[config.mk]
export PLATFORM = sky130hd
export DESIGN_NAME = ascii_key_command_parser
export DESIGN_NICKNAME = d
export VERILOG_FILES = /design/src/rtl/akcp_pkg.sv /design/src/rtl/ascii_key_command_parser.sv
export SDC_FILE = /design/constraint.sdc
export NUM_CORES = 1
export LEC_CHECK = 0
export ABC_AREA = 1
export BUFFER_PORTS_ARGS = -buffer_cell sky130_fd_sc_hd__buf_2
export CAP_MARGIN = 40
export CELL_PAD_IN_SITES_DETAIL_PLACEMENT = 1
export CELL_PAD_IN_SITES_GLOBAL_PLACEMENT = 1
export CORE_MARGIN = 3
export CORE_UTILIZATION = 41
export CTS_CLUSTER_SIZE = 12
export DETAILED_ROUTE_END_ITERATION = 8
export PLACE_DENSITY_LB_ADDON = 0.05
export REMOVE_ABC_BUFFERS = 1
export SLEW_MARGIN = 30
export SYNTH_ARGS = -nofsm -noshare
export SYNTH_HDL_FRONTEND = slang
export SYNTH_SLANG_ARGS = --single-unit
export TNS_END_PERCENT = 1
[constraint.sdc]
create_clock -name clk -period 4.25 [get_ports clk]
set_input_delay 1.0625 -clock clk [delete_from_list [all_inputs] [get_ports clk]]
set_output_delay 1.0625 -clock clk [all_outputs]
set_load 0.01 [all_outputs]
[src/rtl/akcp_pkg.sv]
// Shared constants for the ASCII key command parser: character codes,
// register indexes, field widths and configuration reset values.
// No dependencies.
`default_nettype none

package akcp_pkg;

    localparam int VALUE_BITS_DEFAULT = 16;

    // Field widths fixed by the command format
    localparam int CHAN_W = 4;
    localparam int DUTY_W = 7;
    localparam int TIME_W = 16;

    // Configuration register indexes
    localparam int CFG_IDX_W = 1;
    localparam logic [CFG_IDX_W-1:0] REG_MAX_CHANNEL = 1'b0;
    localparam logic [CFG_IDX_W-1:0] REG_MAX_DUTY    = 1'b1;
    localparam int CFG_DATA_W = DUTY_W;

    localparam logic [CHAN_W-1:0] MAX_CHANNEL_RESET = 4'd11;
    localparam logic [DUTY_W-1:0] MAX_DUTY_RESET    = 7'd100;

    // Message characters
    localparam logic [7:0] CHAR_PRESS   = 8'h50;
    localparam logic [7:0] CHAR_RELEASE = 8'h52;
    localparam logic [7:0] CHAR_COLON   = 8'h3A;
    localparam logic [7:0] CHAR_ZERO    = 8'h30;
    localparam logic [7:0] CHAR_NINE    = 8'h39;

    // Shortest legal message, in bytes
    localparam logic [2:0] MIN_MSG_LEN = 3'd5;

endpackage

`default_nettype wire

[src/rtl/ascii_key_command_parser.sv]
// ASCII key command parser top level: byte parse state machine and result register.
// Depends on akcp_pkg.
//
// Takes one message byte per item and returns one result item on the byte
// marked end_of_msg, for messages P:ch:duty[:t[:fd[:ft]]] and R:ch:duty.
// Each byte is decoded by the parse state machine, and an item can be accepted
// every cycle while in_ready is high. The single result register hands a
// finished result out in the same cycle that the next byte comes in, so the
// input stalls only while a result is held at the output by a low out_ready.
// A result appears in the cycle after its last byte is accepted. Numbers
// saturate at 2^VALUE_BITS-1. On error (status 1) all other result fields are zero.
// Write max_channel and max_duty only while no message is in progress.
`default_nettype none

module ascii_key_command_parser #(
    parameter int VALUE_BITS = akcp_pkg::VALUE_BITS_DEFAULT
) (
    input  wire logic                            clk,
    input  wire logic                            rst_n,
    // configuration
    input  wire logic                            cfg_wr_en,
    input  wire logic [akcp_pkg::CFG_IDX_W-1:0]  cfg_index,
    input  wire logic [akcp_pkg::CFG_DATA_W-1:0] cfg_data,
    // byte input
    input  wire logic                            in_valid,
    output logic                                 in_ready,
    input  wire logic [7:0]                      char_in,
    input  wire logic                            end_of_msg,
    // result output
    output logic                                 out_valid,
    input  wire logic                            out_ready,
    output logic                                 status,
    output logic                                 is_release,
    output logic [akcp_pkg::CHAN_W-1:0]          key_channel,
    output logic [akcp_pkg::DUTY_W-1:0]          strike_duty,
    output logic [akcp_pkg::TIME_W-1:0]          strike_time,
    output logic [akcp_pkg::DUTY_W-1:0]          hold_duty,
    output logic [akcp_pkg::TIME_W-1:0]          hold_time
);

    localparam int CW = akcp_pkg::CHAN_W;
    localparam int DW = akcp_pkg::DUTY_W;
    localparam int TW = akcp_pkg::TIME_W;
    localparam int VB = VALUE_BITS;

    localparam logic [2:0] PH_TYPE   = 3'd0;
    localparam logic [2:0] PH_COLON1 = 3'd1;
    localparam logic [2:0] PH_CHAN   = 3'd2;
    localparam logic [2:0] PH_DUTY   = 3'd3;
    localparam logic [2:0] PH_OPT    = 3'd4;
    localparam logic [2:0] PH_DONE   = 3'd5;

    // configuration registers
    logic [CW-1:0] max_channel_reg;
    logic [DW-1:0] max_duty_reg;

    // message state
    logic [2:0]    phase_reg, phase_next;
    logic [2:0]    byte_count_reg, byte_count_next;
    logic [VB-1:0] accum_reg, accum_next;
    logic          release_reg, release_next;
    logic [CW-1:0] channel_reg, channel_next;
    logic [DW-1:0] duty_reg, duty_next;
    logic [VB-1:0] strike_time_reg, strike_time_next;
    logic [VB-1:0] hold_duty_reg, hold_duty_next;
    logic [VB-1:0] hold_time_reg, hold_time_next;
    logic          failed_reg, failed_next;

    // result register
    logic          res_valid_reg, res_valid_next;
    logic          status_reg;
    logic          is_release_reg;
    logic [CW-1:0] key_channel_reg;
    logic [DW-1:0] strike_duty_reg;
    logic [TW-1:0] strike_time_out_reg;
    logic [DW-1:0] hold_duty_out_reg;
    logic [TW-1:0] hold_time_out_reg;

    logic          in_accept;
    logic          is_digit;
    logic          is_colon;
    logic [VB+3:0] acc_prod;
    logic [VB-1:0] acc_sat;
    logic [VB-1:0] max_chan_ext;
    logic [VB-1:0] max_duty_ext;
    logic [2:0]    bc_inc;

    // state after this byte, before end-of-message handling
    logic [2:0]    t_phase;
    logic [VB-1:0] t_acc;
    logic          t_rel;
    logic [CW-1:0] t_ch;
    logic [DW-1:0] t_duty;
    logic [VB-1:0] t_st;
    logic [VB-1:0] t_hd;
    logic [VB-1:0] t_ht;
    logic          t_fail;

    // end-of-message values
    logic          f_ok;
    logic [DW-1:0] f_duty;
    logic [VB-1:0] f_st;
    logic [VB-1:0] f_hd;
    logic [VB-1:0] f_ht;
    logic [VB+TW-1:0] st_ext;
    logic [VB+TW-1:0] ht_ext;

    assign in_accept = in_valid && in_ready;
    assign in_ready  = !res_valid_reg || out_ready;

    assign is_digit = (char_in >= akcp_pkg::CHAR_ZERO) && (char_in <= akcp_pkg::CHAR_NINE);
    assign is_colon = (char_in == akcp_pkg::CHAR_COLON);

    assign max_chan_ext = {{(VB-CW){1'b0}}, max_channel_reg};
    assign max_duty_ext = {{(VB-DW){1'b0}}, max_duty_reg};

    // accum * 10 + digit, saturated
    assign acc_prod = ({4'b0, accum_reg} << 3) + ({4'b0, accum_reg} << 1)
                    + {{VB{1'b0}}, char_in[3:0]};
    assign acc_sat  = (acc_prod[VB+3:VB] != 4'b0) ? {VB{1'b1}} : acc_prod[VB-1:0];

    assign bc_inc = (byte_count_reg < akcp_pkg::MIN_MSG_LEN) ? byte_count_reg + 3'd1
                                                             : byte_count_reg;

    // per-byte parse step
    always_comb
    begin
        t_phase = phase_reg;
        t_acc   = accum_reg;
        t_rel   = release_reg;
        t_ch    = channel_reg;
        t_duty  = duty_reg;
        t_st    = strike_time_reg;
        t_hd    = hold_duty_reg;
        t_ht    = hold_time_reg;
        t_fail  = failed_reg;
        if (!failed_reg && phase_reg != PH_DONE)
        begin
            if ((phase_reg == PH_CHAN || phase_reg == PH_DUTY || phase_reg == PH_OPT)
                && is_digit)
            begin
                t_acc = acc_sat;
            end
            else
            begin
                case (phase_reg)
                    PH_TYPE:
                    begin
                        if (char_in == akcp_pkg::CHAR_PRESS)
                        begin
                            t_rel   = 1'b0;
                            t_phase = PH_COLON1;
                        end
                        else if (char_in == akcp_pkg::CHAR_RELEASE)
                        begin
                            t_rel   = 1'b1;
                            t_phase = PH_COLON1;
                        end
                        else
                        begin
                            t_fail = 1'b1;
                        end
                    end
                    PH_COLON1:
                    begin
                        if (is_colon)
                        begin
                            t_phase = PH_CHAN;
                            t_acc   = '0;
                        end
                        else
                        begin
                            t_fail = 1'b1;
                        end
                    end
                    PH_CHAN:
                    begin
                        if (accum_reg > max_chan_ext || !is_colon)
                        begin
                            t_fail = 1'b1;
                        end
                        else
                        begin
                            t_ch    = accum_reg[CW-1:0];
                            t_acc   = '0;
                            t_phase = PH_DUTY;
                        end
                    end
                    PH_DUTY:
                    begin
                        if (accum_reg > max_duty_ext)
                        begin
                            t_fail = 1'b1;
                        end
                        else
                        begin
                            t_duty = accum_reg[DW-1:0];
                            if (!release_reg && is_colon)
                            begin
                                t_acc   = '0;
                                t_phase = PH_OPT;
                            end
                            else
                            begin
                                t_phase = PH_DONE;
                            end
                        end
                    end
                    PH_OPT:
                    begin
                        // fill the first slot still zero
                        if (strike_time_reg == '0)
                            t_st = accum_reg;
                        else if (hold_duty_reg == '0)
                            t_hd = accum_reg;
                        else if (hold_time_reg == '0)
                            t_ht = accum_reg;
                        else
                            t_fail = 1'b1;
                        if (!t_fail)
                        begin
                            if (is_colon)
                                t_acc = '0;
                            else
                                t_phase = PH_DONE;
                        end
                    end
                    default:
                    begin
                    end
                endcase
            end
        end
    end

    // end-of-message decision
    always_comb
    begin
        f_ok   = 1'b1;
        f_duty = t_duty;
        f_st   = t_st;
        f_hd   = t_hd;
        f_ht   = t_ht;
        if (bc_inc < akcp_pkg::MIN_MSG_LEN || t_fail)
        begin
            f_ok = 1'b0;
        end
        else
        begin
            case (t_phase)
                PH_DUTY:
                begin
                    if (t_acc > max_duty_ext)
                        f_ok = 1'b0;
                    else
                        f_duty = t_acc[DW-1:0];
                end
                PH_OPT:
                begin
                    if (t_st == '0)
                        f_st = t_acc;
                    else if (t_hd == '0)
                        f_hd = t_acc;
                    else if (t_ht == '0)
                        f_ht = t_acc;
                    else
                        f_ok = 1'b0;
                end
                PH_DONE:
                begin
                end
                default:
                begin
                    f_ok = 1'b0;
                end
            endcase
            if (f_ok && !t_rel && f_hd > max_duty_ext)
                f_ok = 1'b0;
        end
    end

    assign st_ext = {{TW{1'b0}}, f_st};
    assign ht_ext = {{TW{1'b0}}, f_ht};

    // next message state: clear after the last byte
    always_comb
    begin
        phase_next       = phase_reg;
        byte_count_next  = byte_count_reg;
        accum_next       = accum_reg;
        release_next     = release_reg;
        channel_next     = channel_reg;
        duty_next        = duty_reg;
        strike_time_next = strike_time_reg;
        hold_duty_next   = hold_duty_reg;
        hold_time_next   = hold_time_reg;
        failed_next      = failed_reg;
        if (in_accept)
        begin
            if (end_of_msg)
            begin
                phase_next       = PH_TYPE;
                byte_count_next  = 3'd0;
                accum_next       = '0;
                release_next     = 1'b0;
                channel_next     = '0;
                duty_next        = '0;
                strike_time_next = '0;
                hold_duty_next   = '0;
                hold_time_next   = '0;
                failed_next      = 1'b0;
            end
            else
            begin
                phase_next       = t_phase;
                byte_count_next  = bc_inc;
                accum_next       = t_acc;
                release_next     = t_rel;
                channel_next     = t_ch;
                duty_next        = t_duty;
                strike_time_next = t_st;
                hold_duty_next   = t_hd;
                hold_time_next   = t_ht;
                failed_next      = t_fail;
            end
        end
    end

    always_comb
    begin
        res_valid_next = res_valid_reg;
        if (in_accept && end_of_msg)
            res_valid_next = 1'b1;
        else if (out_ready)
            res_valid_next = 1'b0;
    end

    always_ff @(posedge clk or negedge rst_n)
    begin
        if (!rst_n)
        begin
            max_channel_reg <= akcp_pkg::MAX_CHANNEL_RESET;
            max_duty_reg    <= akcp_pkg::MAX_DUTY_RESET;
            phase_reg       <= PH_TYPE;
            byte_count_reg  <= 3'd0;
            accum_reg       <= '0;
            release_reg     <= 1'b0;
            channel_reg     <= '0;
            duty_reg        <= '0;
            strike_time_reg <= '0;
            hold_duty_reg   <= '0;
            hold_time_reg   <= '0;
            failed_reg      <= 1'b0;
            res_valid_reg   <= 1'b0;
        end
        else
        begin
            if (cfg_wr_en)
            begin
                case (cfg_index)
                    akcp_pkg::REG_MAX_CHANNEL: max_channel_reg <= cfg_data[CW-1:0];
                    akcp_pkg::REG_MAX_DUTY:    max_duty_reg    <= cfg_data[DW-1:0];
                    default:
                    begin
                    end
                endcase
            end
            phase_reg       <= phase_next;
            byte_count_reg  <= byte_count_next;
            accum_reg       <= accum_next;
            release_reg     <= release_next;
            channel_reg     <= channel_next;
            duty_reg        <= duty_next;
            strike_time_reg <= strike_time_next;
            hold_duty_reg   <= hold_duty_next;
            hold_time_reg   <= hold_time_next;
            failed_reg      <= failed_next;
            res_valid_reg   <= res_valid_next;
        end
    end

    // result payload; zero every other field on error, the strike time and hold fields on release
    always_ff @(posedge clk)
    begin
        if (in_accept && end_of_msg)
        begin
            status_reg          <= !f_ok;
            is_release_reg      <= f_ok && t_rel;
            key_channel_reg     <= f_ok ? t_ch : '0;
            strike_duty_reg     <= f_ok ? f_duty : '0;
            strike_time_out_reg <= (f_ok && !t_rel) ? st_ext[TW-1:0] : '0;
            hold_duty_out_reg   <= (f_ok && !t_rel) ? f_hd[DW-1:0] : '0;
            hold_time_out_reg   <= (f_ok && !t_rel) ? ht_ext[TW-1:0] : '0;
        end
    end

    assign out_valid   = res_valid_reg;
    assign status      = status_reg;
    assign is_release  = is_release_reg;
    assign key_channel = key_channel_reg;
    assign strike_duty = strike_duty_reg;
    assign strike_time = strike_time_out_reg;
    assign hold_duty   = hold_duty_out_reg;
    assign hold_time   = hold_time_out_reg;

`ifndef SYNTHESIS
    a_error_zeroes: assert property (@(posedge clk) disable iff (!rst_n)
        out_valid && status |-> !is_release && key_channel == '0 && strike_duty == '0
            && strike_time == '0 && hold_duty == '0 && hold_time == '0)
        else $error("error result carries nonzero fields");

    a_release_no_timing: assert property (@(posedge clk) disable iff (!rst_n)
        out_valid && !status && is_release |->
            strike_time == '0 && hold_duty == '0 && hold_time == '0)
        else $error("release result carries press fields");

    a_ok_in_range: assert property (@(posedge clk) disable iff (!rst_n)
        out_valid && !status |-> key_channel <= max_channel_reg
            && strike_duty <= max_duty_reg && hold_duty <= max_duty_reg)
        else $error("accepted result out of configured range");

    a_clear_after_last: assert property (@(posedge clk) disable iff (!rst_n)
        in_accept && end_of_msg |=> phase_reg == PH_TYPE && byte_count_reg == 3'd0
            && !failed_reg && out_valid)
        else $error("message state not cleared after last byte");

    a_count_bound: assert property (@(posedge clk) disable iff (!rst_n)
        byte_count_reg <= akcp_pkg::MIN_MSG_LEN)
        else $error("byte count past saturation");
`endif

endmodule

`default_nettype wire
---- Word level (Yosys, flattened, before mapping) ----
Index checks and enable logic that the tools add are counted.
word-level totals
  input port bits ......................... 22
  output and inout port bits .............. 54
  flip-flop bits (word level) ............. 147
cells by class
  bitwise operators ....................... 1
  mux-type cells .......................... 99
  order comparisons ....................... 8
  reductions and logical operators ........ 32
  eq/ne operators ......................... 11
  add/subtract/negate cells ............... 3
operators with widths
  kind                                                                   number
  16-bit 2-to-1 mux                                                      39
  16-bit logical NOT                                                     6
  16-bit case mux with 4 select lines                                    1
  7-bit 2-to-1 mux                                                       9
  16-bit by 7-bit > comparator with 1-bit output                         3
  3-bit 2-to-1 mux                                                       12
  1-bit 2-to-1 mux                                                       30
  19-bit by 17-bit adder with 20-bit output                              1
  20-bit by 4-bit adder with 20-bit output                               1
  4-bit 2-to-1 mux                                                       5
  8-bit by 7-bit == test with 1-bit output, second input constant        2
  16-bit by 4-bit > comparator with 1-bit output                         1
  3-bit case mux with 5 select lines                                     1
  1-bit logical AND                                                      10
  3-bit by 2-bit == test with 1-bit output, second input constant        3
  3-bit == test, second input constant                                   3
  8-bit by 6-bit == test with 1-bit output, second input constant        1
  8-bit by 6-bit >= comparator with 1-bit output, second input constant  1
  8-bit by 6-bit <= comparator with 1-bit output, second input constant  1
  1-bit logical NOT                                                      6
  3-bit less-than comparator, second input constant                      2
  1-bit logical OR                                                       5
  1-bit case mux with 5 select lines                                     1
  2-bit AND reduction                                                    2
  other kinds (8)                                                        8

---- Logic depth before layout (Yosys ltp) ----
Gate-level depths: netlist of run 1.
  depth after elaboration ................. 20
  depth in mapped cells ................... 35
  mapped depth without buffers ............ 33

---- Least setup slack after synthesis of run 1 ----
Ideal clock, no wire load.
  path type ............................... input to register
  start ................................... in char_in[3]
  end ..................................... reg strike_time_out_reg[11] (netlist: strike_time[11]) (data pin)
  setup slack ............................. -1.068 ns
  stages .................................. 33
  path buffers ............................ 3
  required time ........................... 4.116 ns
  arrival ................................. 5.184 ns
  setup time .............................. 0.134 ns
  cells stage by stage .................... inv_1 > fa_1 > fa_1 > inv_1 > nand2_1 > nand2_1 > nand3_1 > nand2_1 > nand2_1 > nand2_1 > nand2_1 > nand2_1 > nand2_1 > nor2_4 > buf_6 > inv_1 > o21ai_0 > o31ai_1 > inv_1 > o21ai_1 > ha_1 > inv_1 > o21bai_1 > nand3_1 > a21oi_1 > a211o_1 > a21oi_1 > a21oi_1 > nor4_1 > nand4_2 > buf_6 > buf_12 > nor2_4
between the ends
  longest elaborated chain between the ends .. 16
  elaborated cells on any way between the ends .. 78
  classes of those cells .................. add/sub: 1; order compare: 4; eq/ne: 6; mux: 53; reduce/logical: 14
RTL lines
  item                                                                               line                             text
  start, declared                                                                    ascii_key_command_parser.sv:27   input wire logic [7:0] char_in,
  branches (longest 16 deep; another with 20-bit by 4-bit adder with 20-bit output)  n/a
  end signal, assigned                                                               ascii_key_command_parser.sv:391  strike_time_out_reg <= (f_ok && !t_rel) ? st_ext[TW-1:0] : '0;
  end, declared                                                                      ascii_key_command_parser.sv:75   logic [TW-1:0] strike_time_out_reg;
Parallel ways; which one is timed is not known. The select of a mux whose other input is x is not followed.
A chain may end at the register's enable or synchronous reset.

---- Final worst setup path of run 1 ----
  start ................................... in char_in[3]
  end ..................................... reg strike_time_out_reg[5] (netlist: strike_time[5]) (data pin)
The elaborated chain is that of the path after synthesis.

==> summary.md, run 1 <==
• outcome: finished, violations left
• violated checks: negative setup slack
• worst slack, placed: -1.47 ns
• first-pass GRT wire length: 58.9 mm
• Hold EP: max_duty_reg[3]$_DFFE_PN0P_
• data required time at the worst endpoint: 4.55 ns
• maxcap violations: 0
• most used cell, CP: sky130_fd_sc_hd__nand2_2
• core occupancy in the finished layout: 57.1%
• Die Span X: 160 um
• Crit path arrival time: 5.52 ns
• worst-path maximum fanout: 8
• worst slew slack as a fraction of its limit: 47.3%
• maximum level of the CTS H-tree: 4
• final RePlAce weighted congestion: 0.936
• Critical-path top delay cell: sky130_fd_sc_hd__fa_2
• synthesized instance count: 1300
• maximum achievable frequency: 192 MHz
• area inside the core boundary: 23000 um2
• Clock Pin Slew Worst Setup and Hold Paths: 0.07 ns
• number of rows created at floorplan: 55
• final hold violation count: 0
• FF-to-FF Start: accum_reg[2]$_DFFE_PN0P_
• number of flip-flops and latches in the synthesized netlist: 147
• Final setup viols: 52
• total number of vias: 10295
• final-report max-slew violation count: 0
• ratio of cells with drive above 1 in the final layout: 29.2%
• total global routing overflow: 0
• routed wire length: 37.8 mm
• DRC violations left: 0
• number of DRC violations after detailed-routing iteration 0: 656
• Die Y: 160 um
• Initial DRT Pass Iterations: 5
• fin worst setup slack: -0.965 ns
• Total Routing Usage GR: 29.4%
• number of CTS-inserted buffers: 17
• largest voltage drop on the vdd net: 0.231 mV
• setup slack of the most critical reg-to-reg path: -0.82 ns
• ANT nets after route: 0
• final period utilization: 123%
• input/output buffers: 75
• Synth Cell Area: 9720 um2
• Post-Route Skew: 0.0244 ns
• via density per instance: 5.37
• initial core utilization: 42.3%
• post-layout min period: 5.22 ns
• number of different library cells in the post-synthesis netlist: 50
• worst-case clock buffer depth: 2
• crit path kind: in2reg
• TritonCTS clock tree: done
• Main synth FF type: sky130_fd_sc_hd__dfrtp_1
• tightest hold margin: 0.492 ns
• critical path's largest stage delay: 0.49 ns
• worst hold path cell count: 2
• Synth Area per Inst: 7.48 um2
• full die area: 25600 um2
• diode insertion count for antenna repair: 0
• final net count: 1672
• transition at the pin with the smallest max-transition slack: 0.790 ns
• worst-skew pair later-pin latency: 0.44 ns
• unrepaired setup endpoints after global routing: true
• root buffer cell: sky130_fd_sc_hd__clkbuf_16
• crit end category: flip-flop
• area growth from synthesis to layout: 35.0%
• async set-or-reset flop fraction in the synthesized netlist: 64.6%
• number of synthesized flops with an enable pin: 52
• largest net degree at the start of global routing: 60
• category of the worst setup path launch point: primary input
• leakage power: 6.66 nW
• areal power density over the cells: 364 nW/um2
• worst reg2reg path depth: 31
• routed length per instance: 19.7 um
• sequential area share after synthesis: 40.6%
• capture point of the worst reg-to-reg path: strike_time[5]$_SDFFCE_PN0P_
• DP HPWL: 27.5 mm
• clock sink count: 147
• number of global-route vias before repair: 10661
• YS warnings: 0
• number of antenna violations at the first check in global routing: 0
• number of top-level design ports: 76
• worst min-delay path class: reg2reg
• beginning of the worst hold path: max_duty_reg[3]$_DFFE_PN0P_
-- stage by stage --
| step | power [W] | instance area (um2) | TNS, ns | std cells |
|---|---|---|---|---|
| detailed placement | 0.00315 | 12000 | -71.90 | 1868 |
| floorplan | 0.00238 | 9520 | -81.31 | 1260 |
| global placement | 0.00310 | 12000 | -59.93 | 1868 |
| global route | 0.00500 | 13100 | -57.82 | 1917 |
| CTS | 0.00472 | 12900 | -41.62 | 1909 |
| finish | 0.00478 | 13100 | -46.75 | 1917 |
-- layout make-up --
class                           count  area (um2)
Clock buffer                       18         429
Clock inverter                     14         145
Fill cell                        2948        9870
Inverter                          190         716
Multi-Input combinational cell    923        5170
Sequential cell                   147        3950
Tap cell                          313         392
Timing Repair Buffer              312        2320
-- worst max-delay path by stage --
stage / startpoint / to / cells past startpoint / slack [ns]
2_1_floorplan: char_in[3] / hold_duty[0]$_SDFFCE_PN0P_ / 30 / -1.76
3_3_place_gp: char_in[3] / hold_time[14]$_SDFFCE_PN0P_ / 33 / -1.18
3_5_place_dp: char_in[3] / hold_time[13]$_SDFFCE_PN0P_ / 33 / -1.47
4_1_cts: char_in[3] / hold_time[0]$_SDFFCE_PN0P_ / 34 / -0.85
5_1_grt: char_in[3] / strike_time[5]$_SDFFCE_PN0P_ / 34 / -1.19
6_report: char_in[3] / strike_time[5]$_SDFFCE_PN0P_ / 32 / -0.97
-- Yosys cell counts (6+ instances only) --
master | count | area (um2)
sky130_fd_sc_hd__buf_2 | 13 | 65.1
sky130_fd_sc_hd__nor2_1 | 191 | 717
sky130_fd_sc_hd__a31oi_1 | 10 | 62.6
sky130_fd_sc_hd__nor2_4 | 14 | 158
sky130_fd_sc_hd__ha_1 | 57 | 713
sky130_fd_sc_hd__nand3_1 | 113 | 566
sky130_fd_sc_hd__nor2_2 | 6 | 37.5
sky130_fd_sc_hd__clkbuf_1 | 17 | 63.8
sky130_fd_sc_hd__o21bai_1 | 6 | 45.0
sky130_fd_sc_hd__nor3_1 | 8 | 40.0
sky130_fd_sc_hd__o31ai_1 | 7 | 52.6
sky130_fd_sc_hd__nand4_1 | 7 | 43.8
sky130_fd_sc_hd__dfstp_2 | 6 | 158
sky130_fd_sc_hd__nand2_1 | 279 | 1050
sky130_fd_sc_hd__edfxtp_1 | 52 | 1560
sky130_fd_sc_hd__o21ai_0 | 85 | 425
sky130_fd_sc_hd__dfrtp_1 | 89 | 2230
sky130_fd_sc_hd__o22ai_1 | 41 | 257
sky130_fd_sc_hd__a21oi_1 | 46 | 230
sky130_fd_sc_hd__buf_1 | 7 | 26.3
sky130_fd_sc_hd__inv_1 | 185 | 694
-- cells by family (layout without fill, tap and decap cells) --
kind of cell | after synthesis | after routing | share of synthesized area [%]
simple gates | 637 | 637 | 28.6
xor+xnor | 9 | 9 | 0.811
compound gates | 218 | 218 | 12.9
buf+inv | 230 | 534 | 9.37
flops | 147 | 147 | 40.6
fa+ha+maj | 59 | 59 | 7.75
-- cell usage in the layout (no fill, tap or decap), types with 4 or more instances in the layout --
cell type / instances
sky130_fd_sc_hd__ha_1: 53
sky130_fd_sc_hd__nand4_1: 7
sky130_fd_sc_hd__inv_2: 9
sky130_fd_sc_hd__o21ai_0: 76
sky130_fd_sc_hd__o21bai_1: 6
sky130_fd_sc_hd__nand3b_1: 4
sky130_fd_sc_hd__a21oi_1: 40
sky130_fd_sc_hd__xor2_1: 5
sky130_fd_sc_hd__a31oi_1: 10
sky130_fd_sc_hd__edfxtp_1: 52
sky130_fd_sc_hd__dfrtp_1: 89
sky130_fd_sc_hd__buf_12: 5
sky130_fd_sc_hd__clkbuf_16: 17
sky130_fd_sc_hd__inv_1: 180
sky130_fd_sc_hd__nand3_1: 110
sky130_fd_sc_hd__nor2_1: 155
sky130_fd_sc_hd__a21oi_2: 11
sky130_fd_sc_hd__o21a_1: 5
sky130_fd_sc_hd__o22ai_1: 41
sky130_fd_sc_hd__o21ai_1: 11
sky130_fd_sc_hd__clkinvlp_4: 5
sky130_fd_sc_hd__xnor2_1: 4
sky130_fd_sc_hd__buf_2: 73
sky130_fd_sc_hd__buf_4: 224
sky130_fd_sc_hd__nand2_2: 15
sky130_fd_sc_hd__nand2_1: 267
sky130_fd_sc_hd__inv_6: 5
sky130_fd_sc_hd__nor2_4: 21
sky130_fd_sc_hd__nor2_2: 35
sky130_fd_sc_hd__nand3_2: 4
sky130_fd_sc_hd__dfstp_2: 6
sky130_fd_sc_hd__buf_6: 6
sky130_fd_sc_hd__nor3_1: 8
-- per-layer routing --
metal	up-vias	part of all wire (%)	global-route usage, %
met5	-	0	0
met2	312	47	48.2
met1	5067	44	39.4
li1	4838	-	-
met4	0	3.4	11.2
met3	78	5.8	4.31
-- repair_timing --
item / in CTS / in global routing
cloned: 3 / 0
setup endpoints to repair: 52 / 52
hold buffers: 0 / 0
buffers inserted: 6 / 8
pin swaps: 13 / 23
resized for setup: 53 / 53
endpoints found under the hold margin: 0 / 0
-- worst max-delay path, delay by kind of cell --
| kind | cells | cell delay (ns) |
|---|---|---|
| AND/OR/NAND/NOR | 16 | 1.54 |
| buffers and inverters | 7 | 0.81 |
| adder cells (fa/ha/maj) | 3 | 1.19 |
| AO/OA/AOI/OAI | 6 | 0.91 |
-- where the power goes --
part / switching, W / total [W] / internal (W)
clock: 0.000718 / 0.00155 / 0.000828
sequential: 0.0000558 / 0.00161 / 0.00155
combinational: 0.000996 / 0.00163 / 0.000632
total: 0.00177 / 0.00478 / 0.00301
Power figures use the tool's default switching activity.
==> run 2, diff against run 1 <==
--- a/config.mk
+++ b/config.mk
@@ -6,15 +6,16 @@
 export NUM_CORES = 1
 export LEC_CHECK = 0
 export ABC_AREA = 1
-export BUFFER_PORTS_ARGS = -buffer_cell sky130_fd_sc_hd__buf_2
+export BUFFER_PORTS_ARGS = -buffer_cell sky130_fd_sc_hd__buf_4
 export CAP_MARGIN = 40
 export CELL_PAD_IN_SITES_DETAIL_PLACEMENT = 1
 export CELL_PAD_IN_SITES_GLOBAL_PLACEMENT = 1
+export CORE_ASPECT_RATIO = 0.75
 export CORE_MARGIN = 3
 export CORE_UTILIZATION = 41
 export CTS_CLUSTER_SIZE = 12
 export DETAILED_ROUTE_END_ITERATION = 8
-export PLACE_DENSITY_LB_ADDON = 0.05
+export PLACE_DENSITY_LB_ADDON = 0.1
 export REMOVE_ABC_BUFFERS = 1
 export SLEW_MARGIN = 30
 export SYNTH_ARGS = -nofsm -noshare
==> summary.md, run 2 (synthesized netlist as in run 1, its figures left out) <==
• worst-case clock buffer depth: 2, unchanged
• layout filler cell count: 2922, was 2948
• kind of cell adding the most delay to the critical path: adder cells, was simple AND/OR/NAND/NOR gates
• total global routing overflow: 0, unchanged
• worst min-delay path class: reg2reg, unchanged
• worst-skew pair later-pin latency: 0.45 ns, was 0.44 ns
• TritonCTS clock tree: done, unchanged
• diode insertion count for antenna repair: 0, unchanged
• Hold EP: max_duty_reg[2]$_DFFE_PN1P_, was max_duty_reg[3]$_DFFE_PN0P_
• Net Sw Frac: 35.7%, was 37.0%
• most common cell after layout, fill and taps aside: sky130_fd_sc_hd__buf_4, was sky130_fd_sc_hd__nand2_1
• worst slack, placed: -1.54 ns, was -1.47 ns
• most frequent cells in the layout: 302 x sky130_fd_sc_hd__buf_4, 274 x sky130_fd_sc_hd__nand2_1, 184 x sky130_fd_sc_hd__nor2_1, 182 x sky130_fd_sc_hd__inv_1, 111 x sky130_fd_sc_hd__nand3_1, was 267 x sky130_fd_sc_hd__nand2_1, 224 x sky130_fd_sc_hd__buf_4, 180 x sky130_fd_sc_hd__inv_1, 155 x sky130_fd_sc_hd__nor2_1, 110 x sky130_fd_sc_hd__nand3_1
• first-pass GRT wire length: 60.7 mm, was 58.9 mm
• ratio of cells with drive above 1 in the final layout: 26.3%, was 29.2%
• critical path's largest stage delay: 0.40 ns, was 0.49 ns
• worst hold path cell count: 2, unchanged
• largest voltage drop on the vdd net: 0.276 mV, was 0.231 mV
• worst reg2reg path depth: 31, unchanged
• Initial DRT Pass Iterations: 5, unchanged
• most used cell, CP: sky130_fd_sc_hd__nand2_1, was sky130_fd_sc_hd__nand2_2
• area growth from synthesis to layout: 35.1%, was 35.0%
• transition at the pin with the smallest max-transition slack: 0.743 ns, was 0.790 ns
• total number of vias: 10362, was 10295
• number of top-level design ports: 76, unchanged
• post-layout min period: 5.03 ns, was 5.22 ns
• category of the worst setup path launch point: primary input, unchanged
• Critical-path top delay cell: sky130_fd_sc_hd__fa_2, unchanged
• routed wire length: 38.9 mm, was 37.8 mm
• crit path kind: in2reg, unchanged
• Total Routing Usage GR: 30.7%, was 29.4%
• full die area: 25600 um2, about the same
• worst setup path start: char_in[2], was char_in[3]
• data required time at the worst endpoint: 4.44 ns, was 4.55 ns
• number of antenna violations at the first check in global routing: 2, was 0
• fin worst setup slack: -0.783 ns, was -0.965 ns
• ANT nets after route: 0, unchanged
• Int Pwr: 0.00317 W, was 0.00301 W
• proportion of power drawn by the clock network: 33.0%, was 32.3%
• number of rows created at floorplan: 48, was 55
• worst slew slack as a fraction of its limit: 50.2%, was 47.3%
• number of CTS-inserted buffers: 17, unchanged
• DRC violations left: 0, unchanged
• maximum achievable frequency: 199 MHz, was 192 MHz
• via density per instance: 5.43, was 5.37
• beginning of the worst hold path: max_duty_reg[2]$_DFFE_PN1P_, was max_duty_reg[3]$_DFFE_PN0P_
• FF-to-FF Start: accum_reg[2]$_DFFE_PN0P_, unchanged
• Die Span X: 184 um, was 160 um
• number of global-route vias before repair: 10855, was 10661
• outcome: finished, violations left, unchanged
• sequential share of power: 32.7%, was 33.6%
• register area: 3950 um2, unchanged
• final hold violation count: 0, unchanged
• leakage power: 6.75 nW, was 6.66 nW
• input/output buffers: 75, unchanged
• DP HPWL: 28.9 mm, was 27.5 mm
• Final setup viols: 52, unchanged
• area inside the core boundary: 23200 um2, was 23000 um2
• Crit path arrival time: 5.23 ns, was 5.52 ns
• maximum level of the CTS H-tree: 4, unchanged
• final net count: 1675, was 1672
• final-report max-slew violation count: 0, unchanged
• combined area of the multi-input logic cells: 4970 um2, was 5170 um2
• count of hold-fix buffers inserted at cts: 0, unchanged
• areal power density over the cells: 376 nW/um2, was 364 nW/um2
• Logic pwr share: 34.3%, was 34.1%
• number of DRC violations after detailed-routing iteration 0: 787, was 656
• final period utilization: 118%, was 123%
• initial core utilization: 41.9%, was 42.3%
• Clock Pin Slew Worst Setup and Hold Paths: 0.07 ns, about the same
• crit end category: flip-flop, unchanged
• root buffer cell: sky130_fd_sc_hd__clkbuf_16, unchanged
• Die Y: 139 um, was 160 um
• maxcap violations: 0, unchanged
• routed length per instance: 20.4 um, was 19.7 um
• violated checks: negative setup slack, unchanged
• capture point of the worst reg-to-reg path: hold_time[12]$_SDFFCE_PN0P_, was strike_time[5]$_SDFFCE_PN0P_
• tightest hold margin: 0.500 ns, was 0.492 ns
• count of buffer and inverter cells on the critical path: 7, unchanged
• Post-Route Skew: 0.0171 ns, was 0.0244 ns
• worst-path maximum fanout: 15, was 8
• clock sink count: 147, unchanged
• final RePlAce weighted congestion: 0.940, was 0.936
• DP Cell Count: 1871, was 1868
• setup slack of the most critical reg-to-reg path: -0.58 ns, was -0.82 ns
• unrepaired setup endpoints after global routing: true, unchanged
• largest net degree at the start of global routing: 109, was 60
• net switching power figure: 0.00176 W, was 0.00177 W
• Finished Layout Cells: 1907, was 1917
==> run 2: changes by cell type in the layout (fill, tap and decap cells not counted), sizes merged <==
cell      previous run  this run
clkinvlp             5         2
bufbuf               1         0
buf                311       315
clkbuf              18        19
clkinv               0         3
bufinv               1         3
inv                198       195
==> run 2: repair_timing <==
item | 4_1_cts | 5_1_grt
pin swaps | 5 | 1
endpoints found under the setup margin | 52 | 52
endpoints found under the hold margin | 0 | 0
gates resized for setup | 32 | 3
setup buffers | 2 | 0
==> run 2: layer usage <==
layer / vias up / GRT usage (%) / wire length [um]
met2: 385 / 47.0 / 17000
met5: - / 0 / 19
met3: 69 / 7.06 / 3090
met4: 4 / 7.87 / 856
li1: 4846 / - / -
met1: 5058 / 44.1 / 18000
==> run 2: power groups by stage <==
stage          combinational [W]  clock [W]  sequential (W)
6_report                 0.00169    0.00163         0.00161
3_5_place_dp             0.00161          0         0.00163
4_1_cts                  0.00166    0.00164         0.00161
5_1_grt                  0.00182    0.00172         0.00162
3_3_place_gp             0.00155          0         0.00163
2_1_floorplan           0.000735          0         0.00164
==> run 2: worst max path at each step <==
stage                                         to  slack, ns  cells past startpoint
floorplan             hold_duty[0]$_SDFFCE_PN0P_      -1.76                     30
global placement     hold_time[10]$_SDFFCE_PN0P_      -1.24                     34
detailed placement  strike_time[4]$_SDFFCE_PN0P_      -1.54                     33
CTS                   hold_time[2]$_SDFFCE_PN0P_      -0.75                     34
global route          hold_time[6]$_SDFFCE_PN0P_      -1.07                     35
finish               hold_time[12]$_SDFFCE_PN0P_      -0.78                     33
==> run 2: cell type report <==
cell class              count  share of cell area [%]
clock inverters            13                    1.30
inverters                 190                    5.43
well taps                 300                    2.86
multi-input cells         923                    37.9
flip-flops and latches    147                    30.1
repair buffers            315                    19.1
clock buffers              19                    3.37
==> run 2: worst min-delay path: cells and delay by family (launching register included) <==
family / cells / cell delay [ns]
AO/OA/AOI/OAI: 1 / 0.07
flip-flops: 1 / 0.37
AND/OR/NAND/NOR: 1 / 0.05
==> run 2: through the flow <==
stage,area [um2],util [%],power [W],setup TNS (ns)
after global placement,12400,53.3,0.00318,-61.91
after CTS,13100,56.4,0.00490,-35.19
after detailed placement,12400,53.3,0.00324,-70.43
after global routing,13100,56.6,0.00516,-52.46
after floorplan,9520,-,0.00238,-81.31
final,13100,56.6,0.00493,-37.23
==> run 3, diff against run 2 <==
--- a/config.mk
+++ b/config.mk
@@ -5,14 +5,13 @@
 export SDC_FILE = /design/constraint.sdc
 export NUM_CORES = 1
 export LEC_CHECK = 0
-export ABC_AREA = 1
 export BUFFER_PORTS_ARGS = -buffer_cell sky130_fd_sc_hd__buf_4
 export CAP_MARGIN = 40
 export CELL_PAD_IN_SITES_DETAIL_PLACEMENT = 1
 export CELL_PAD_IN_SITES_GLOBAL_PLACEMENT = 1
 export CORE_ASPECT_RATIO = 0.75
 export CORE_MARGIN = 3
-export CORE_UTILIZATION = 41
+export CORE_UTILIZATION = 43
 export CTS_CLUSTER_SIZE = 12
 export DETAILED_ROUTE_END_ITERATION = 8
 export PLACE_DENSITY_LB_ADDON = 0.1
==> summary.md, run 3 <==
• outcome: finished, violations left, unchanged
• violated checks: negative setup slack, unchanged
• Total Routing Usage GR: 30.8%, was 30.7%
• tightest hold margin: 0.486 ns, was 0.500 ns
• number of CTS-inserted buffers: 17, unchanged
• diode insertion count for antenna repair: 0, unchanged
• Synth Area per Inst: 9.54 um2, was 7.48 um2
• category of the worst setup path launch point: primary input, unchanged
• ranking of synthesized cells by area: sky130_fd_sc_hd__dfrtp_1 24%, sky130_fd_sc_hd__edfxtp_1 17%, sky130_fd_sc_hd__ha_1 7.8%, was sky130_fd_sc_hd__dfrtp_1 23%, sky130_fd_sc_hd__edfxtp_1 16%, sky130_fd_sc_hd__nand2_1 11%
• initial core utilization: 44.6%, was 41.9%
• worst slack, placed: -2.00 ns, was -1.54 ns
• met1 routing resource usage after global routing: 44.1%, about the same
• kind of cell adding the most delay to the critical path: compound AO/OA/AOI/OAI gates, was adder cells
• Crit path arrival time: 5.72 ns, was 5.23 ns
• root buffer cell: sky130_fd_sc_hd__clkbuf_16, unchanged
• TritonCTS clock tree: done, unchanged
• worst min-delay path class: reg2reg, unchanged
• most used cell, CP: sky130_fd_sc_hd__buf_4, was sky130_fd_sc_hd__nand2_1
• number of rows created at floorplan: 45, was 48
• async set-or-reset flop fraction in the synthesized netlist: 64.6%, unchanged
• met2 track utilization from global routing: 46.7%, was 47.0%
• most frequently used cell type in the post-synthesis netlist: sky130_fd_sc_hd__a21oi_1, was sky130_fd_sc_hd__nand2_1
• area share of the largest cell type after synthesis: 24.3%, was 22.9%
• full die area: 23200 um2, was 25600 um2
• crit end category: flip-flop, unchanged
• leakage power: 5.72 nW, was 6.75 nW
• busiest metal layer after global routing: met2, unchanged
• number of synthesized flops with an enable pin: 52, unchanged
• cell type with the largest total area after synthesis: sky130_fd_sc_hd__dfrtp_1, unchanged
• post-layout min period: 5.45 ns, was 5.03 ns
• number of global-route vias before repair: 9555, was 10855
• Die Y: 133 um, was 139 um
• via density per instance: 6.12, was 5.43
• routed length per instance: 23.8 um, was 20.4 um
• number of different library cells in the post-synthesis netlist: 87, was 50
• register area: 3950 um2, unchanged
• crit path kind: in2reg, unchanged
• count of hold-fix buffers inserted at cts: 0, unchanged
• largest voltage drop on the vdd net: 0.182 mV, was 0.276 mV
• Main synth FF type: sky130_fd_sc_hd__dfrtp_1, unchanged
• transition at the pin with the smallest max-transition slack: 0.745 ns, was 0.743 ns
• layout filler cell count: 2332, was 2922
• core occupancy in the finished layout: 61.0%, was 56.6%
• count of buffer and inverter cells on the critical path: 8, was 7
• list of most frequent post-synthesis cells: 111 x sky130_fd_sc_hd__a21oi_1, 90 x sky130_fd_sc_hd__nor2_1, 89 x sky130_fd_sc_hd__dfrtp_1, 74 x sky130_fd_sc_hd__nand2_1, 57 x sky130_fd_sc_hd__ha_1, was 279 x sky130_fd_sc_hd__nand2_1, 191 x sky130_fd_sc_hd__nor2_1, 185 x sky130_fd_sc_hd__inv_1, 113 x sky130_fd_sc_hd__nand3_1, 89 x sky130_fd_sc_hd__dfrtp_1
• area inside the core boundary: 20600 um2, was 23200 um2
• Synth Cell Area: 9180 um2, was 9720 um2
• YS warnings: 0, unchanged
• ratio of cells with drive above 1 in the final layout: 35.7%, was 26.3%
• largest net degree at the start of global routing: 102, was 109
• worst-path maximum fanout: 8, was 15
• combined area of the multi-input logic cells: 5190 um2, was 4970 um2
• total number of vias: 9192, was 10362
• sequential area share after synthesis: 43.0%, was 40.6%
• worst slew slack as a fraction of its limit: 50.2%, about the same
• Finished Layout Cells: 1503, was 1907
• worst-skew pair later-pin latency: 0.43 ns, was 0.45 ns
• number of top-level design ports: 76, unchanged
• input/output buffers: 75, unchanged
• final-report max-slew violation count: 0, unchanged
• most frequent cells in the layout: 282 x sky130_fd_sc_hd__buf_4, 104 x sky130_fd_sc_hd__a21oi_1, 89 x sky130_fd_sc_hd__nor2_1, 89 x sky130_fd_sc_hd__dfrtp_1, 72 x sky130_fd_sc_hd__nand2_1, was 302 x sky130_fd_sc_hd__buf_4, 274 x sky130_fd_sc_hd__nand2_1, 184 x sky130_fd_sc_hd__nor2_1, 182 x sky130_fd_sc_hd__inv_1, 111 x sky130_fd_sc_hd__nand3_1
• Initial DRT Pass Iterations: 5, unchanged
• Critical-path top delay cell: sky130_fd_sc_hd__fa_1, was sky130_fd_sc_hd__fa_2
• critical path's largest stage delay: 0.58 ns, was 0.40 ns
• number of flip-flops and latches in the synthesized netlist: 147, unchanged
• ANT nets after route: 0, unchanged
• final period utilization: 128%, was 118%
• final net count: 1289, was 1675
• Clock Pin Slew Worst Setup and Hold Paths: 0.07 ns, about the same
• number of antenna violations at the first check in global routing: 0, was 2
• worst-case clock buffer depth: 2, unchanged
• most common cell after layout, fill and taps aside: sky130_fd_sc_hd__buf_4, unchanged
• first-pass GRT wire length: 55.3 mm, was 60.7 mm
• clock sink count: 147, unchanged
• DRC violations left: 0, unchanged
• maximum level of the CTS H-tree: 4, unchanged
• met3 Use GR: 6.94%, was 7.06%
• unrepaired setup endpoints after global routing: true, unchanged
• total global routing overflow: 0, unchanged
• Post-Route Skew: 0.0186 ns, was 0.0171 ns
• routed wire length: 35.7 mm, was 38.9 mm
• number of DRC violations after detailed-routing iteration 0: 1011, was 787
• Final setup viols: 52, unchanged
• maxcap violations: 0, unchanged
• maximum achievable frequency: 183 MHz, was 199 MHz
• final RePlAce weighted congestion: 0.911, was 0.940
• DP Cell Count: 1457, was 1871
• DP HPWL: 24.7 mm, was 28.9 mm
• area growth from synthesis to layout: 36.8%, was 35.1%
• areal power density over the cells: 283 nW/um2, was 376 nW/um2
• data required time at the worst endpoint: 4.52 ns, was 4.44 ns
• synthesized instance count: 963, was 1300
• final hold violation count: 0, unchanged
• Die Span X: 175 um, was 184 um
• fin worst setup slack: -1.20 ns, was -0.783 ns
## run 3: worst register-to-register path, cell delays in order, from the launching register on
cell                       delay [ns]
sky130_fd_sc_hd__dfrtp_1         0.38
sky130_fd_sc_hd__inv_1           0.19
sky130_fd_sc_hd__fa_1            0.50
sky130_fd_sc_hd__inv_2           0.09
sky130_fd_sc_hd__ha_4            0.20
sky130_fd_sc_hd__a211oi_4        0.26
sky130_fd_sc_hd__o211ai_2        0.12
sky130_fd_sc_hd__a21o_1          0.19
sky130_fd_sc_hd__a311o_1         0.31
sky130_fd_sc_hd__a32o_1          0.22
sky130_fd_sc_hd__nor2_1          0.10
sky130_fd_sc_hd__buf_4           0.20
sky130_fd_sc_hd__buf_4           0.16
sky130_fd_sc_hd__a31oi_2         0.14
sky130_fd_sc_hd__buf_4           0.18
sky130_fd_sc_hd__mux2_2          0.26
sky130_fd_sc_hd__ha_1            0.29
sky130_fd_sc_hd__nand4_1         0.07
sky130_fd_sc_hd__o22ai_1         0.20
sky130_fd_sc_hd__a21oi_2         0.07
sky130_fd_sc_hd__nor3_2          0.24
sky130_fd_sc_hd__nand2_2         0.14
sky130_fd_sc_hd__buf_12          0.17
sky130_fd_sc_hd__buf_8           0.15
sky130_fd_sc_hd__nor3_2          0.17
## run 3: metrics by stage
stage / power, W / setup TNS, ns / instance area [um2]
global route: 0.00366 / -69.68 / 12600
global placement: 0.00191 / -91.59 / 11400
finish: 0.00355 / -58.57 / 12600
CTS: 0.00354 / -54.03 / 12300
detailed placement: 0.00193 / -101.36 / 11400
floorplan: 0.00173 / -122.39 / 8880
## run 3: logic make-up (layout without fill, tap and decap cells)
| family | Yosys count | count (layout) | share of synthesized area (%) |
|---|---|---|---|
| compound gates | 293 | 293 | 21.9 |
| fa+ha+maj | 59 | 59 | 8.20 |
| flops | 147 | 147 | 43.0 |
| buf+inv | 96 | 354 | 4.48 |
| xor+xnor | 9 | 9 | 0.858 |
| mux | 21 | 21 | 2.47 |
| simple gates | 338 | 338 | 19.2 |
## run 3: where the power goes
| group | switching, W | internal (W) | leakage (nW) | total [W] |
|---|---|---|---|---|
| Sequential | 0.0000303 | 0.00152 | 1.79 | 0.00155 |
| Combinational | 0.000217 | 0.000159 | 3.62 | 0.000376 |
| Clock | 0.000767 | 0.000862 | 0.308 | 0.00163 |
## run 3: worst paths after layout
path / startpoint / endpoint / slack (ns) / cells after the start
hold / removal: duty_reg[6]$_DFFE_PN0P_ / duty_reg[6]$_DFFE_PN0P_ / 0.49 / 1
setup / recovery: char_in[3] / hold_time[0]$_SDFFCE_PN0P_ / -1.20 / 25
max in group asynchronous: rst_n / strike_time_reg[8]$_DFFE_PN0P_ / 2.88 / 3
setup reg to reg: accum_reg[2]$_DFFE_PN0P_ / hold_time[0]$_SDFFCE_PN0P_ / -0.93 / 24
hold reg to reg: duty_reg[6]$_DFFE_PN0P_ / duty_reg[6]$_DFFE_PN0P_ / 0.49 / 1
min in group asynchronous: rst_n / accum_reg[14]$_DFFE_PN0P_ / 0.53 / 1
## run 3: repair_timing
item                                    CTS  global route
gates cloned                              1             0
pin swaps                                27            15
gates resized for setup                  44            37
setup buffers                             7             6
endpoints found under the setup margin   52            52
## run 3: metal layers
layer | vias to the layer above | part of all wire (%)
met4 | 0 | 2.4
li1 | 4115 | -
met1 | 4622 | 45
met2 | 391 | 45
met3 | 64 | 7.5
met5 | - | 0
## run 3: area by class of cell
cell class,count,share of cell area (%)
Multi-Input combinational cell,720,41.3
Tap cell,282,2.81
Clock buffer,17,3.39
Sequential cell,147,31.4
Timing Repair Buffer,294,18.6
Inverter,28,0.847
Clock inverter,15,1.67
